## src/design/plp_pkg.sv

```systemverilog
// shared types, constants and lookup functions for the polyline record parser
package plp_pkg;

    // fixed formats of the stream
    localparam int MANT_W = 24;
    localparam int SCALE_W = 32;
    localparam int PROD_W = MANT_W + SCALE_W;
    localparam int EXP_W = 7;

    // default module parameters
    localparam int COORD_WIDTH_DEF = 40;
    localparam int FRACTION_BITS_DEF = 16;

    localparam logic [31:0] MAGIC_VALUE = 32'd1234500;
    // 25.4 in unsigned Q16.16
    localparam logic [SCALE_W-1:0] UNIT_SCALE_RESET = 32'd1664614;
    localparam logic [15:0] PATTERN_SOLID = 16'hFFFF;

    // result kinds
    localparam logic [1:0] RK_SEGMENT = 2'd0;
    localparam logic [1:0] RK_BAD_MAGIC = 2'd1;
    localparam logic [1:0] RK_BOUNDS_CLEAN = 2'd2;
    localparam logic [1:0] RK_BOUNDS_EARLY = 2'd3;

    // operations handed from the parser into the coordinate pipeline
    typedef enum logic [2:0] {
        OP_X         = 3'd0,
        OP_Y         = 3'd1,
        OP_BAD       = 3'd2,
        OP_END_CLEAN = 3'd3,
        OP_END_EARLY = 3'd4
    } t_op;

    typedef struct packed {
        t_op         op;
        logic        emit;
        logic [3:0]  color;
        logic [15:0] pattern;
        logic [7:0]  layer;
        logic        thick;
    } t_op_ctl;

    // pen color translation of the color nibble
    function automatic logic [3:0] color_lookup(input logic [3:0] nib);
        logic [3:0] res;
        case (nib)
            4'd0:    res = 4'd0;
            4'd1:    res = 4'd1;
            4'd2:    res = 4'd2;
            4'd3:    res = 4'd3;
            4'd4:    res = 4'd6;
            4'd5:    res = 4'd7;
            4'd6:    res = 4'd8;
            4'd7:    res = 4'd9;
            4'd8:    res = 4'd10;
            4'd9:    res = 4'd11;
            4'd10:   res = 4'd12;
            4'd11:   res = 4'd13;
            4'd12:   res = 4'd14;
            4'd13:   res = 4'd15;
            4'd14:   res = 4'd6;
            default: res = 4'd7;
        endcase
        return res;
    endfunction

    // dash pattern of a line type, solid for type 0 and above the known types
    function automatic logic [15:0] pattern_lookup(input logic [7:0] ltype);
        logic [15:0] res;
        case (ltype)
            8'd1:    res = 16'hCCCC;
            8'd2:    res = 16'hFF00;
            8'd3:    res = 16'hFFF0;
            8'd4:    res = 16'hFFCC;
            8'd5:    res = 16'hCC3C;
            8'd6:    res = 16'hFCCC;
            default: res = PATTERN_SOLID;
        endcase
        return res;
    endfunction

endpackage

```

## src/design/plp_parser.sv

```systemverilog
// byte-level stream parser: magic check, record headers and coordinate word assembly
module plp_parser (
    input  logic               i_clk,
    input  logic               i_rst_n,
    input  logic               i_accept,
    input  logic               i_kind,
    input  logic [7:0]         i_data_byte,
    output logic               o_op_valid,
    output plp_pkg::t_op_ctl   o_op_ctl,
    output logic [31:0]        o_op_word
);

    typedef enum logic [3:0] {
        PH_MAGIC  = 4'b0001,
        PH_HEADER = 4'b0010,
        PH_POINTS = 4'b0100,
        PH_DEAD   = 4'b1000
    } t_phase;

    t_phase      r_phase, n_phase;
    logic [2:0]  r_bpos, n_bpos;
    logic [7:0]  r_points, n_points;
    logic [3:0]  r_color, n_color;
    logic [15:0] r_pattern, n_pattern;
    logic [7:0]  r_layer, n_layer;
    logic        r_thick, n_thick;
    logic [31:0] r_word, n_word;
    logic        r_have_prev, n_have_prev;
    logic [31:0] shifted_word;
    logic [7:0]  points_dec;

    assign shifted_word = {r_word[23:0], i_data_byte};
    assign points_dec = r_points - 8'd1;
    assign o_op_word = shifted_word;

    // next parse state and the operation this byte starts
    always_comb begin
        n_phase = r_phase;
        n_bpos = r_bpos;
        n_points = r_points;
        n_color = r_color;
        n_pattern = r_pattern;
        n_layer = r_layer;
        n_thick = r_thick;
        n_word = r_word;
        n_have_prev = r_have_prev;
        o_op_valid = 1'b0;
        o_op_ctl.op = plp_pkg::OP_X;
        o_op_ctl.emit = r_have_prev;
        o_op_ctl.color = r_color;
        o_op_ctl.pattern = r_pattern;
        o_op_ctl.layer = r_layer;
        o_op_ctl.thick = r_thick;
        if (i_accept) begin
            if (i_kind) begin
                // end of input: report the box unless the stream was rejected
                if (r_phase != PH_DEAD) begin
                    o_op_valid = 1'b1;
                    o_op_ctl.op = (r_phase == PH_HEADER && r_bpos == 3'd0) ?
                                  plp_pkg::OP_END_CLEAN : plp_pkg::OP_END_EARLY;
                end
                n_phase = PH_MAGIC;
                n_bpos = 3'd0;
                n_points = 8'd0;
                n_color = 4'd0;
                n_pattern = plp_pkg::PATTERN_SOLID;
                n_layer = 8'd0;
                n_thick = 1'b0;
                n_word = 32'd0;
                n_have_prev = 1'b0;
            end else begin
                unique case (r_phase)
                    PH_MAGIC: begin
                        if (r_bpos == 3'd3) begin
                            n_bpos = 3'd0;
                            n_word = 32'd0;
                            if (shifted_word == plp_pkg::MAGIC_VALUE) begin
                                n_phase = PH_HEADER;
                            end else begin
                                n_phase = PH_DEAD;
                                o_op_valid = 1'b1;
                                o_op_ctl.op = plp_pkg::OP_BAD;
                            end
                        end else begin
                            n_bpos = r_bpos + 3'd1;
                            n_word = shifted_word;
                        end
                    end
                    PH_HEADER: begin
                        case (r_bpos)
                            3'd0:    n_points = i_data_byte;
                            3'd1:    n_color = plp_pkg::color_lookup(i_data_byte[3:0]);
                            3'd2:    n_pattern = plp_pkg::pattern_lookup(i_data_byte);
                            3'd3:    ;
                            3'd4:    n_thick = i_data_byte[0];
                            default: n_layer = i_data_byte;
                        endcase
                        if (r_bpos >= 3'd5) begin
                            n_bpos = 3'd0;
                            n_have_prev = 1'b0;
                            if (r_points != 8'd0) begin
                                n_phase = PH_POINTS;
                            end
                        end else begin
                            n_bpos = r_bpos + 3'd1;
                        end
                    end
                    PH_POINTS: begin
                        if (r_bpos == 3'd3) begin
                            o_op_valid = 1'b1;
                            o_op_ctl.op = plp_pkg::OP_X;
                            n_word = 32'd0;
                            n_bpos = r_bpos + 3'd1;
                        end else if (r_bpos == 3'd7) begin
                            o_op_valid = 1'b1;
                            o_op_ctl.op = plp_pkg::OP_Y;
                            n_word = 32'd0;
                            n_bpos = 3'd0;
                            n_have_prev = 1'b1;
                            n_points = points_dec;
                            if (points_dec == 8'd0) begin
                                n_phase = PH_HEADER;
                            end
                        end else begin
                            n_word = shifted_word;
                            n_bpos = r_bpos + 3'd1;
                        end
                    end
                    PH_DEAD: ;
                    default: ;
                endcase
            end
        end
    end

    // parse state registers
    always_ff @(posedge i_clk) begin
        if (!i_rst_n) begin
            r_phase <= PH_MAGIC;
            r_bpos <= 3'd0;
            r_points <= 8'd0;
            r_color <= 4'd0;
            r_pattern <= plp_pkg::PATTERN_SOLID;
            r_layer <= 8'd0;
            r_thick <= 1'b0;
            r_word <= 32'd0;
            r_have_prev <= 1'b0;
        end else begin
            r_phase <= n_phase;
            r_bpos <= n_bpos;
            r_points <= n_points;
            r_color <= n_color;
            r_pattern <= n_pattern;
            r_layer <= n_layer;
            r_thick <= n_thick;
            r_word <= n_word;
            r_have_prev <= n_have_prev;
        end
    end

    // a rejected stream starts no coordinate work
    a_dead_quiet: assert property (@(posedge i_clk) disable iff (!i_rst_n)
        (r_phase == PH_DEAD && i_accept && !i_kind) |-> !o_op_valid)
        else $error("parser issued an operation after a bad magic");

endmodule

```

## src/design/plp_ffp_sat.sv

```systemverilog
// scaled ffp product to signed fixed point: exponent shift, saturation and sign
module plp_ffp_sat #(
    parameter int COORD_WIDTH = plp_pkg::COORD_WIDTH_DEF,
    parameter int FRACTION_BITS = plp_pkg::FRACTION_BITS_DEF
) (
    input  logic [plp_pkg::PROD_W-1:0]  i_prod,
    input  logic [plp_pkg::EXP_W-1:0]   i_exp,
    input  logic                        i_neg,
    output logic signed [COORD_WIDTH-1:0] o_coord
);

    // shift = exponent - 64 - 40 + fraction bits
    localparam int SHIFT_BIAS = 104 - FRACTION_BITS;
    localparam int MAX_LSH = 127 - SHIFT_BIAS;
    localparam int WIDE_W = plp_pkg::PROD_W + MAX_LSH;
    localparam logic [WIDE_W-1:0] LIM_NEG = {{(WIDE_W-COORD_WIDTH){1'b0}}, 1'b1,
                                             {(COORD_WIDTH-1){1'b0}}};
    localparam logic [WIDE_W-1:0] LIM_POS = LIM_NEG - {{(WIDE_W-1){1'b0}}, 1'b1};

    logic signed [8:0]       shift;
    logic [6:0]              lsh;
    logic [6:0]              rsh;
    logic [WIDE_W-1:0]       prod_ext;
    logic [WIDE_W-1:0]       wide;
    logic [WIDE_W-1:0]       lim;
    logic [WIDE_W-1:0]       mag_wide;
    logic [COORD_WIDTH-1:0]  mag;

    assign shift = $signed({2'b00, i_exp}) - 9'(SHIFT_BIAS);
    assign lsh = shift[8] ? 7'd0 : shift[6:0];
    assign rsh = shift[8] ? 7'(-shift) : 7'd0;
    assign prod_ext = {{(WIDE_W-plp_pkg::PROD_W){1'b0}}, i_prod};

    // scale by the exponent, truncating toward zero
    always_comb begin
        if (shift[8]) begin
            wide = prod_ext >> rsh;
        end else begin
            wide = prod_ext << lsh;
        end
    end

    // clamp the magnitude, then apply the sign
    assign lim = i_neg ? LIM_NEG : LIM_POS;
    assign mag_wide = (wide > lim) ? lim : wide;
    assign mag = mag_wide[COORD_WIDTH-1:0];
    assign o_coord = i_neg ? $signed(-mag) : $signed(mag);

endmodule

```

## src/design/polyline_record_parser.sv

```systemverilog
// top level of the polyline record parser: handshakes, coordinate pipeline, bounds
//
// Input channel: one transaction per stream byte (i_kind 0) or end of input (i_kind 1),
// taken when i_in_valid and o_in_ready are both high; bytes go one per cycle while ready.
// Output channel: a result register drives o_out_valid and the result fields; a
// transaction completes when o_out_valid and i_out_ready are both high.
// Config channel: i_cfg_valid writes i_cfg_unit_scale; o_cfg_ready is always high.
// The scale is sampled when a coordinate word enters the multiplier.
// Pipeline: the operation a byte causes passes the operation register, the 24x32
// mantissa-by-scale multiplier register and the shift/saturate register, then the
// result register. Throughput: one input transaction per cycle while o_in_ready is
// high, set by the parser's byte-per-cycle state update; coordinate words go through
// the multiplier once per 4 bytes.
// When the receiver stalls, the pipeline keeps filling its three internal slots
// and o_in_ready drops only when every slot and the result register are full.
// Reset (synchronous, active low) empties the pipeline, restores the unit scale to
// 25.4 and returns the parser to expect the magic number; end of input returns the
// parser there too and clears the bounding box, but leaves the unit scale as it is.
module polyline_record_parser #(
    parameter int COORD_WIDTH = plp_pkg::COORD_WIDTH_DEF,
    parameter int FRACTION_BITS = plp_pkg::FRACTION_BITS_DEF
) (
    input  logic                          i_clk,
    input  logic                          i_rst_n,
    // input channel
    input  logic                          i_in_valid,
    output logic                          o_in_ready,
    input  logic                          i_kind,
    input  logic [7:0]                    i_data_byte,
    // result channel
    output logic                          o_out_valid,
    input  logic                          i_out_ready,
    output logic [1:0]                    o_result_kind,
    output logic signed [COORD_WIDTH-1:0] o_first_x,
    output logic signed [COORD_WIDTH-1:0] o_first_y,
    output logic signed [COORD_WIDTH-1:0] o_second_x,
    output logic signed [COORD_WIDTH-1:0] o_second_y,
    output logic [3:0]                    o_pen_color,
    output logic [15:0]                   o_dash_pattern,
    output logic [7:0]                    o_layer,
    output logic                          o_thick,
    // configuration channel
    input  logic                          i_cfg_valid,
    output logic                          o_cfg_ready,
    input  logic [plp_pkg::SCALE_W-1:0]   i_cfg_unit_scale
);

    localparam logic signed [COORD_WIDTH-1:0] COORD_MAX = {1'b0, {(COORD_WIDTH-1){1'b1}}};
    localparam logic signed [COORD_WIDTH-1:0] COORD_MIN = {1'b1, {(COORD_WIDTH-1){1'b0}}};
    localparam int PAD_W = plp_pkg::PROD_W - plp_pkg::MANT_W;
    localparam int SPAD_W = plp_pkg::PROD_W - plp_pkg::SCALE_W;

    logic                          in_accept;
    logic                          op_valid;
    plp_pkg::t_op_ctl              op_ctl;
    logic [31:0]                   op_word;

    logic [plp_pkg::SCALE_W-1:0]   r_unit_scale;

    // pipeline slots
    logic                          r1_valid, r2_valid, r3_valid;
    plp_pkg::t_op_ctl              r1_ctl, r2_ctl, r3_ctl;
    logic [31:0]                   r1_word;
    logic [plp_pkg::PROD_W-1:0]    r2_prod;
    logic [plp_pkg::EXP_W-1:0]     r2_exp;
    logic                          r2_neg;
    logic signed [COORD_WIDTH-1:0] r3_coord;
    logic signed [COORD_WIDTH-1:0] n3_coord;
    logic [plp_pkg::PROD_W-1:0]    mant_ext, scale_ext, n2_prod;
    logic                          adv1, adv2, adv3;
    logic                          s1_free, s2_free, s3_free;
    logic                          has_result3;

    // point state and bounding box
    logic signed [COORD_WIDTH-1:0] r_pend_x, r_prev_x, r_prev_y;
    logic signed [COORD_WIDTH-1:0] r_min_x, r_min_y, r_max_x, r_max_y;
    logic signed [COORD_WIDTH-1:0] n_min_x, n_min_y, n_max_x, n_max_y;

    // result register
    logic                          r_out_valid;
    logic [1:0]                    r_out_kind, n_out_kind;
    logic signed [COORD_WIDTH-1:0] r_out_ax, r_out_ay, r_out_bx, r_out_by;
    logic signed [COORD_WIDTH-1:0] n_out_ax, n_out_ay, n_out_bx, n_out_by;
    logic [3:0]                    r_out_color, n_out_color;
    logic [15:0]                   r_out_pattern, n_out_pattern;
    logic [7:0]                    r_out_layer, n_out_layer;
    logic                          r_out_thick, n_out_thick;

    // stall chain from the result register back to the input
    always_comb begin
        case (r3_ctl.op) inside
            plp_pkg::OP_Y: has_result3 = r3_ctl.emit;
            plp_pkg::OP_BAD, plp_pkg::OP_END_CLEAN, plp_pkg::OP_END_EARLY: has_result3 = 1'b1;
            default: has_result3 = 1'b0;
        endcase
    end

    assign adv3 = r3_valid && (!has_result3 || !r_out_valid || i_out_ready);
    assign s3_free = !r3_valid || adv3;
    assign adv2 = r2_valid && s3_free;
    assign s2_free = !r2_valid || adv2;
    assign adv1 = r1_valid && s2_free;
    assign s1_free = !r1_valid || adv1;

    assign o_in_ready = s1_free;
    assign in_accept = i_in_valid && o_in_ready;
    assign o_cfg_ready = 1'b1;

    plp_parser u_parser (
        .i_clk       (i_clk),
        .i_rst_n     (i_rst_n),
        .i_accept    (in_accept),
        .i_kind      (i_kind),
        .i_data_byte (i_data_byte),
        .o_op_valid  (op_valid),
        .o_op_ctl    (op_ctl),
        .o_op_word   (op_word)
    );

    // mantissa times unit scale
    assign mant_ext = {{PAD_W{1'b0}}, r1_word[31:8]};
    assign scale_ext = {{SPAD_W{1'b0}}, r_unit_scale};
    assign n2_prod = mant_ext * scale_ext;

    plp_ffp_sat #(
        .COORD_WIDTH   (COORD_WIDTH),
        .FRACTION_BITS (FRACTION_BITS)
    ) u_ffp_sat (
        .i_prod  (r2_prod),
        .i_exp   (r2_exp),
        .i_neg   (r2_neg),
        .o_coord (n3_coord)
    );

    // configuration register
    always_ff @(posedge i_clk) begin
        if (!i_rst_n) begin
            r_unit_scale <= plp_pkg::UNIT_SCALE_RESET;
        end else if (i_cfg_valid && o_cfg_ready) begin
            r_unit_scale <= i_cfg_unit_scale;
        end
    end

    // slot valid bits
    always_ff @(posedge i_clk) begin
        if (!i_rst_n) begin
            r1_valid <= 1'b0;
            r2_valid <= 1'b0;
            r3_valid <= 1'b0;
        end else begin
            r1_valid <= (in_accept && op_valid) || (r1_valid && !adv1);
            r2_valid <= adv1 || (r2_valid && !adv2);
            r3_valid <= adv2 || (r3_valid && !adv3);
        end
    end

    // slot payloads
    always_ff @(posedge i_clk) begin
        if (in_accept && op_valid) begin
            r1_ctl <= op_ctl;
            r1_word <= op_word;
        end
        if (adv1) begin
            r2_ctl <= r1_ctl;
            r2_prod <= n2_prod;
            r2_exp <= r1_word[6:0];
            r2_neg <= r1_word[7];
        end
        if (adv2) begin
            r3_ctl <= r2_ctl;
            r3_coord <= n3_coord;
        end
    end

    // bounding box with the new point folded in
    always_comb begin
        n_min_x = (r_pend_x < r_min_x) ? r_pend_x : r_min_x;
        n_max_x = (r_pend_x > r_max_x) ? r_pend_x : r_max_x;
        n_min_y = (r3_coord < r_min_y) ? r3_coord : r_min_y;
        n_max_y = (r3_coord > r_max_y) ? r3_coord : r_max_y;
    end

    // result formation
    always_comb begin
        n_out_kind = plp_pkg::RK_SEGMENT;
        n_out_ax = '0;
        n_out_ay = '0;
        n_out_bx = '0;
        n_out_by = '0;
        n_out_color = 4'd0;
        n_out_pattern = 16'd0;
        n_out_layer = 8'd0;
        n_out_thick = 1'b0;
        case (r3_ctl.op) inside
            plp_pkg::OP_Y: begin
                n_out_ax = r_prev_x;
                n_out_ay = r_prev_y;
                n_out_bx = r_pend_x;
                n_out_by = r3_coord;
                n_out_color = r3_ctl.color;
                n_out_pattern = r3_ctl.pattern;
                n_out_layer = r3_ctl.layer;
                n_out_thick = r3_ctl.thick;
            end
            plp_pkg::OP_BAD: n_out_kind = plp_pkg::RK_BAD_MAGIC;
            plp_pkg::OP_END_CLEAN, plp_pkg::OP_END_EARLY: begin
                n_out_kind = (r3_ctl.op == plp_pkg::OP_END_CLEAN) ?
                             plp_pkg::RK_BOUNDS_CLEAN : plp_pkg::RK_BOUNDS_EARLY;
                n_out_ax = r_min_x;
                n_out_ay = r_min_y;
                n_out_bx = r_max_x;
                n_out_by = r_max_y;
            end
            default: ;
        endcase
    end

    // bounds and result valid
    always_ff @(posedge i_clk) begin
        if (!i_rst_n) begin
            r_out_valid <= 1'b0;
            r_min_x <= COORD_MAX;
            r_min_y <= COORD_MAX;
            r_max_x <= COORD_MIN;
            r_max_y <= COORD_MIN;
        end else begin
            if (adv3 && has_result3) begin
                r_out_valid <= 1'b1;
            end else if (i_out_ready) begin
                r_out_valid <= 1'b0;
            end
            if (adv3) begin
                case (r3_ctl.op) inside
                    plp_pkg::OP_Y: begin
                        r_min_x <= n_min_x;
                        r_min_y <= n_min_y;
                        r_max_x <= n_max_x;
                        r_max_y <= n_max_y;
                    end
                    plp_pkg::OP_END_CLEAN, plp_pkg::OP_END_EARLY: begin
                        r_min_x <= COORD_MAX;
                        r_min_y <= COORD_MAX;
                        r_max_x <= COORD_MIN;
                        r_max_y <= COORD_MIN;
                    end
                    default: ;
                endcase
            end
        end
    end

    // point history and result payload
    always_ff @(posedge i_clk) begin
        if (adv3) begin
            if (r3_ctl.op == plp_pkg::OP_X) begin
                r_pend_x <= r3_coord;
            end
            if (r3_ctl.op == plp_pkg::OP_Y) begin
                r_prev_x <= r_pend_x;
                r_prev_y <= r3_coord;
            end
        end
        if (adv3 && has_result3) begin
            r_out_kind <= n_out_kind;
            r_out_ax <= n_out_ax;
            r_out_ay <= n_out_ay;
            r_out_bx <= n_out_bx;
            r_out_by <= n_out_by;
            r_out_color <= n_out_color;
            r_out_pattern <= n_out_pattern;
            r_out_layer <= n_out_layer;
            r_out_thick <= n_out_thick;
        end
    end

    assign o_out_valid = r_out_valid;
    assign o_result_kind = r_out_kind;
    assign o_first_x = r_out_ax;
    assign o_first_y = r_out_ay;
    assign o_second_x = r_out_bx;
    assign o_second_y = r_out_by;
    assign o_pen_color = r_out_color;
    assign o_dash_pattern = r_out_pattern;
    assign o_layer = r_out_layer;
    assign o_thick = r_out_thick;

    // input stalls only with every slot and the result register occupied
    a_full_stall: assert property (@(posedge i_clk) disable iff (!i_rst_n)
        !o_in_ready |-> (r1_valid && r2_valid && r3_valid && r_out_valid && !i_out_ready))
        else $error("input stalled while the pipeline had room");

    // a recorded point leaves a non-empty box
    a_box_order: assert property (@(posedge i_clk) disable iff (!i_rst_n)
        (adv3 && r3_ctl.op == plp_pkg::OP_Y) |=> (r_min_x <= r_max_x && r_min_y <= r_max_y))
        else $error("bounding box inverted after a point");

    // end of input clears the box
    a_box_reset: assert property (@(posedge i_clk) disable iff (!i_rst_n)
        (adv3 && (r3_ctl.op == plp_pkg::OP_END_CLEAN || r3_ctl.op == plp_pkg::OP_END_EARLY))
        |=> (r_min_x == COORD_MAX && r_max_y == COORD_MIN))
        else $error("bounding box not cleared at end of input");

endmodule
```

## config.mk

```make
export PLATFORM = sky130hd
export DESIGN_NAME = polyline_record_parser
export DESIGN_NICKNAME = d
export VERILOG_FILES = /design/src/design/plp_pkg.sv /design/src/design/plp_parser.sv /design/src/design/plp_ffp_sat.sv /design/src/design/polyline_record_parser.sv
export SDC_FILE = /design/constraint.sdc
export NUM_CORES = 2
export LEC_CHECK = 0
export BUFFER_PORTS_ARGS = -buffer_cell sky130_fd_sc_hd__clkbuf_2
export CAP_MARGIN = 20
export CORE_MARGIN = 2
export CORE_UTILIZATION = 25
export DETAILED_ROUTE_END_ITERATION = 10
export GPL_ROUTABILITY_DRIVEN = 0
export GPL_TIMING_DRIVEN = 0
export RECOVER_POWER = 100
export REMOVE_ABC_BUFFERS = 1
export SYNTH_ARGS = -nofsm -noshare
export SYNTH_HDL_FRONTEND = slang
export SYNTH_SLANG_ARGS = --single-unit
```

## constraint.sdc

```tcl
create_clock -name i_clk -period 11.9 [get_ports i_clk]
set_clock_uncertainty 0.1 [all_clocks]
set_input_delay 0.595 -clock i_clk [delete_from_list [all_inputs] [get_ports i_clk]]
set_output_delay 0.595 -clock i_clk [all_outputs]
set_load 0.05 [all_outputs]
```

==> metrics.txt <==
register bit count reported by yosys=762; pins over their slew limit=1,050; clock-pin slew on the worst setup and hold paths=0.07 ns; number of maximum-capacitance constraint violations=24; failing checks=DRC, capacitance limit, slew limit; number of endpoints with negative hold slack in the final report=0; clk buf depth=3; period utilization=97.2%; worst-path cell with the longest stage delay=a2bb2oi_1; 1st-pass router iterations=11; ratio of cells with drive above 1 in the final layout=6.72%; Setup CP Type=flop to flop; Required @ worst endpoint=12.24 ns; clock net sink count=762; vias after detailed routing=54,728; outcome=finished, violations left; number of global-route vias before repair=54,461; Clock Latency Late Sink=0.70 ns; DRT Wirelength=209,000 µm; HP Class=input port to flop; count of buffer and inverter cells on the critical path=10; core outline area=271,000 µm²; number of setup violations in the final report=0; largest net degree at the start of global routing=160; maximum frequency from static timing analysis=86.5 MHz; library cells used by synthesis=102; Syn Area/Cell=9.80 µm²; number of rows in the core area=191; root buf cell=clkbuf_16; post-route ant nets=0; worst voltage drop across the vdd grid=387 µV; die area=277,000 µm²; initial antenna violation count=8; ports placed on the boundary=240; IO Port Bufs=238; effective utilization at floorplan=25.2%; Crit path largest cell delay=0.78 ns; proportion of synthesized chip area in sequential cells=29.8%; Sum Neg Setup Slack=0 ns; YS warnings=0; final hold slack=0.0476 ns; Crit path max-delay family=simple AND/OR/NAND/NOR gates; wire length of the first global-routing pass=322,000 µm; instance count of the mapped netlist=6,954; static leakage=31.8 nW; transition time at the pin with the least slew margin=3.88 ns; arrival time at the worst endpoint=11.91 ns; largest driver fanout on the critical path=46; nature of the critical path startpoint=flop; Detailed Route Iter0 Violations=6,480; relative area change from synthesis to final layout=13.0%; vias per cell=5.17; Die Height=526 µm; cell type with the highest aggregate area in the netlist=edfxtp_1; total DRC errors in the routed layout=5; summed instance area of the synthesized netlist=68,200 µm²; per-cell routed wire length=19.7 µm; worst setup timing slack at the placement stage=-0.255 ns; most area-consuming cells after synthesis=edfxtp_1, fa_1, dfxtp_1; global-route usage over all layers=14.6%; Post-synth ARST share=0%; kind of end point of the critical path=flop; Most common cell on crit path=buf_4; PD cells=201 nW/µm²; clock period minus worst slack=11.57 ns; Final Worst Setup Slack=0.333 ns; worst relative slew slack=-158%; HPWL after detailed placement=158,000 µm; Primary FF master, synth=edfxtp_1; CTS tree=done; overflow left after global routing=0; fin nets=8,060; number of synthesized flops with an enable pin=507; number of filler cells placed in the layout=28,270; share of the synthesized area in the top cell type=22.3%; Horiz. Die Dim=526 µm; H-tree level count=3; TritonCTS Buffers=77
-- layer usage --
metal,part of all wire (%),global-route usage (%),vias to the layer above
met2,42,22.0,3015
met4,4.2,5.28,2
met5,0.013,0,-
met1,43,20.2,27090
met3,11,3.63,603
li1,-,-,24018
-- area by class of cell --
| type | instances | area, µm² | area share, % |
|---|---|---|---|
| inverters | 954 | 3580 | 4.65 |
| diodes | 1 | 2.50 | 0.00325 |
| flip-flops and latches | 762 | 20300 | 26.4 |
| multi-input cells | 4760 | 42300 | 54.9 |
| clock inverters | 36 | 402 | 0.521 |
| clock buffers | 108 | 2180 | 2.82 |
| repair buffers | 404 | 3760 | 4.89 |
| well taps | 3570 | 4470 | 5.80 |
-- what timing repair did --
action / in CTS / in global routing
pin swaps: 0 / 2
endpoints found under the setup margin: 17 / 20
endpoints found under the hold margin: 22 / 0
resized for setup: 2 / 3
hold buffers: 22 / 0
setup buffers: 0 / 2
gates cloned: 0 / 1
-- through the flow --
step           power [W]  cell area [µm²]  instances  utilization (%)
2_1_floorplan     0.0103            66100       6475                -
3_3_place_gp      0.0127            71800      10283             26.5
3_5_place_dp      0.0129            74800      10416             27.6
4_1_cts           0.0154            77600      10582             28.6
5_1_grt           0.0168            77000      10595             28.4
6_report          0.0155            77000      10595             28.4
-- power breakdown --
part	internal [W]	switching [W]
Clock	0.00137	0.00110
Combinational	0.00386	0.00557
Sequential	0.00330	0.000263
-- registers in the layout, summed over array words and instances, names as in the netlist, 32 cells and up --
register and cells:
r_prev_y 40, o_first_x 40, r_max_y 40, r_unit_scale 32, r_min_x 40, r_max_x 40
r1_word 32, r3_coord 40, o_first_y 40, o_second_y 40, r_prev_x 40, r_min_y 40
r2_prod 56, o_second_x 40, r_pend_x 40
-- worst register-to-register path: cells and delay by family, from the launching register on --
kind / cells / cell delay, ns
buffers and inverters: 10 / 1.95
flip-flops: 1 / 0.73
AND/OR/NAND/NOR: 9 / 3.50
multiplexers: 3 / 1.34
AO/OA/AOI/OAI: 7 / 2.34
adder cells (fa/ha/maj): 3 / 1.34
-- cell usage after synthesis, types with 114 or more instances --
| master | count |
|---|---|
| fa_1 | 658 |
| nand2_1 | 776 |
| inv_1 | 950 |
| dfxtp_1 | 255 |
| and2_1 | 266 |
| nand3_1 | 150 |
| a22o_1 | 200 |
| nor2_1 | 318 |
| a21o_1 | 114 |
| a21oi_1 | 218 |
| o21ai_0 | 202 |
| mux2i_1 | 234 |
| clkbuf_1 | 351 |
| edfxtp_1 | 507 |
| nor3_1 | 150 |
| ha_1 | 397 |
-- cell families (layout without fill, tap and decap cells) --
kind of cell               count (synthesis)  after routing  share of synthesized area (%)
xor gates and xnor gates                  66             66                          0.859
AOI/OAI and AO/OA                       1288           1288                           13.4
DFF                                      762            762                           29.8
and+or+nand+nor                         1990           1991                           14.0
other                                      1              2                        0.00550
adders and majority gates               1055           1055                           26.6
muxes                                    359            359                           6.97
buffers and inverters                   1433           1502                           8.29
-- final timing paths --
path         slack [ns]               end  depth (start not counted)            startpoint
max                0.33      r3_coord[24]                         32             r2_exp[3]
min                0.05  r_unit_scale[17]                          3  i_cfg_unit_scale[17]
max reg2reg        0.33      r3_coord[24]                         32             r2_exp[3]
min reg2reg        0.30         r2_ctl[0]                          0             r1_ctl[0]
-- layout by cell type, fill, tap and decap left out, types with 79 or more instances in the layout --
cell type / n
o211ai_1: 81
a22o_1: 200
nand2_1: 774
clkbuf_1: 243
mux4_2: 89
nand3_1: 150
dfxtp_1: 255
mux2i_1: 234
clkbuf_16: 79
nand4_1: 91
inv_1: 949
and2_1: 257
a21o_1: 113
edfxtp_1: 507
nor3_1: 150
o21ai_0: 202
fa_1: 658
ha_1: 396
nor2_1: 314
a21oi_1: 217
(Power assumes the default switching activity.)
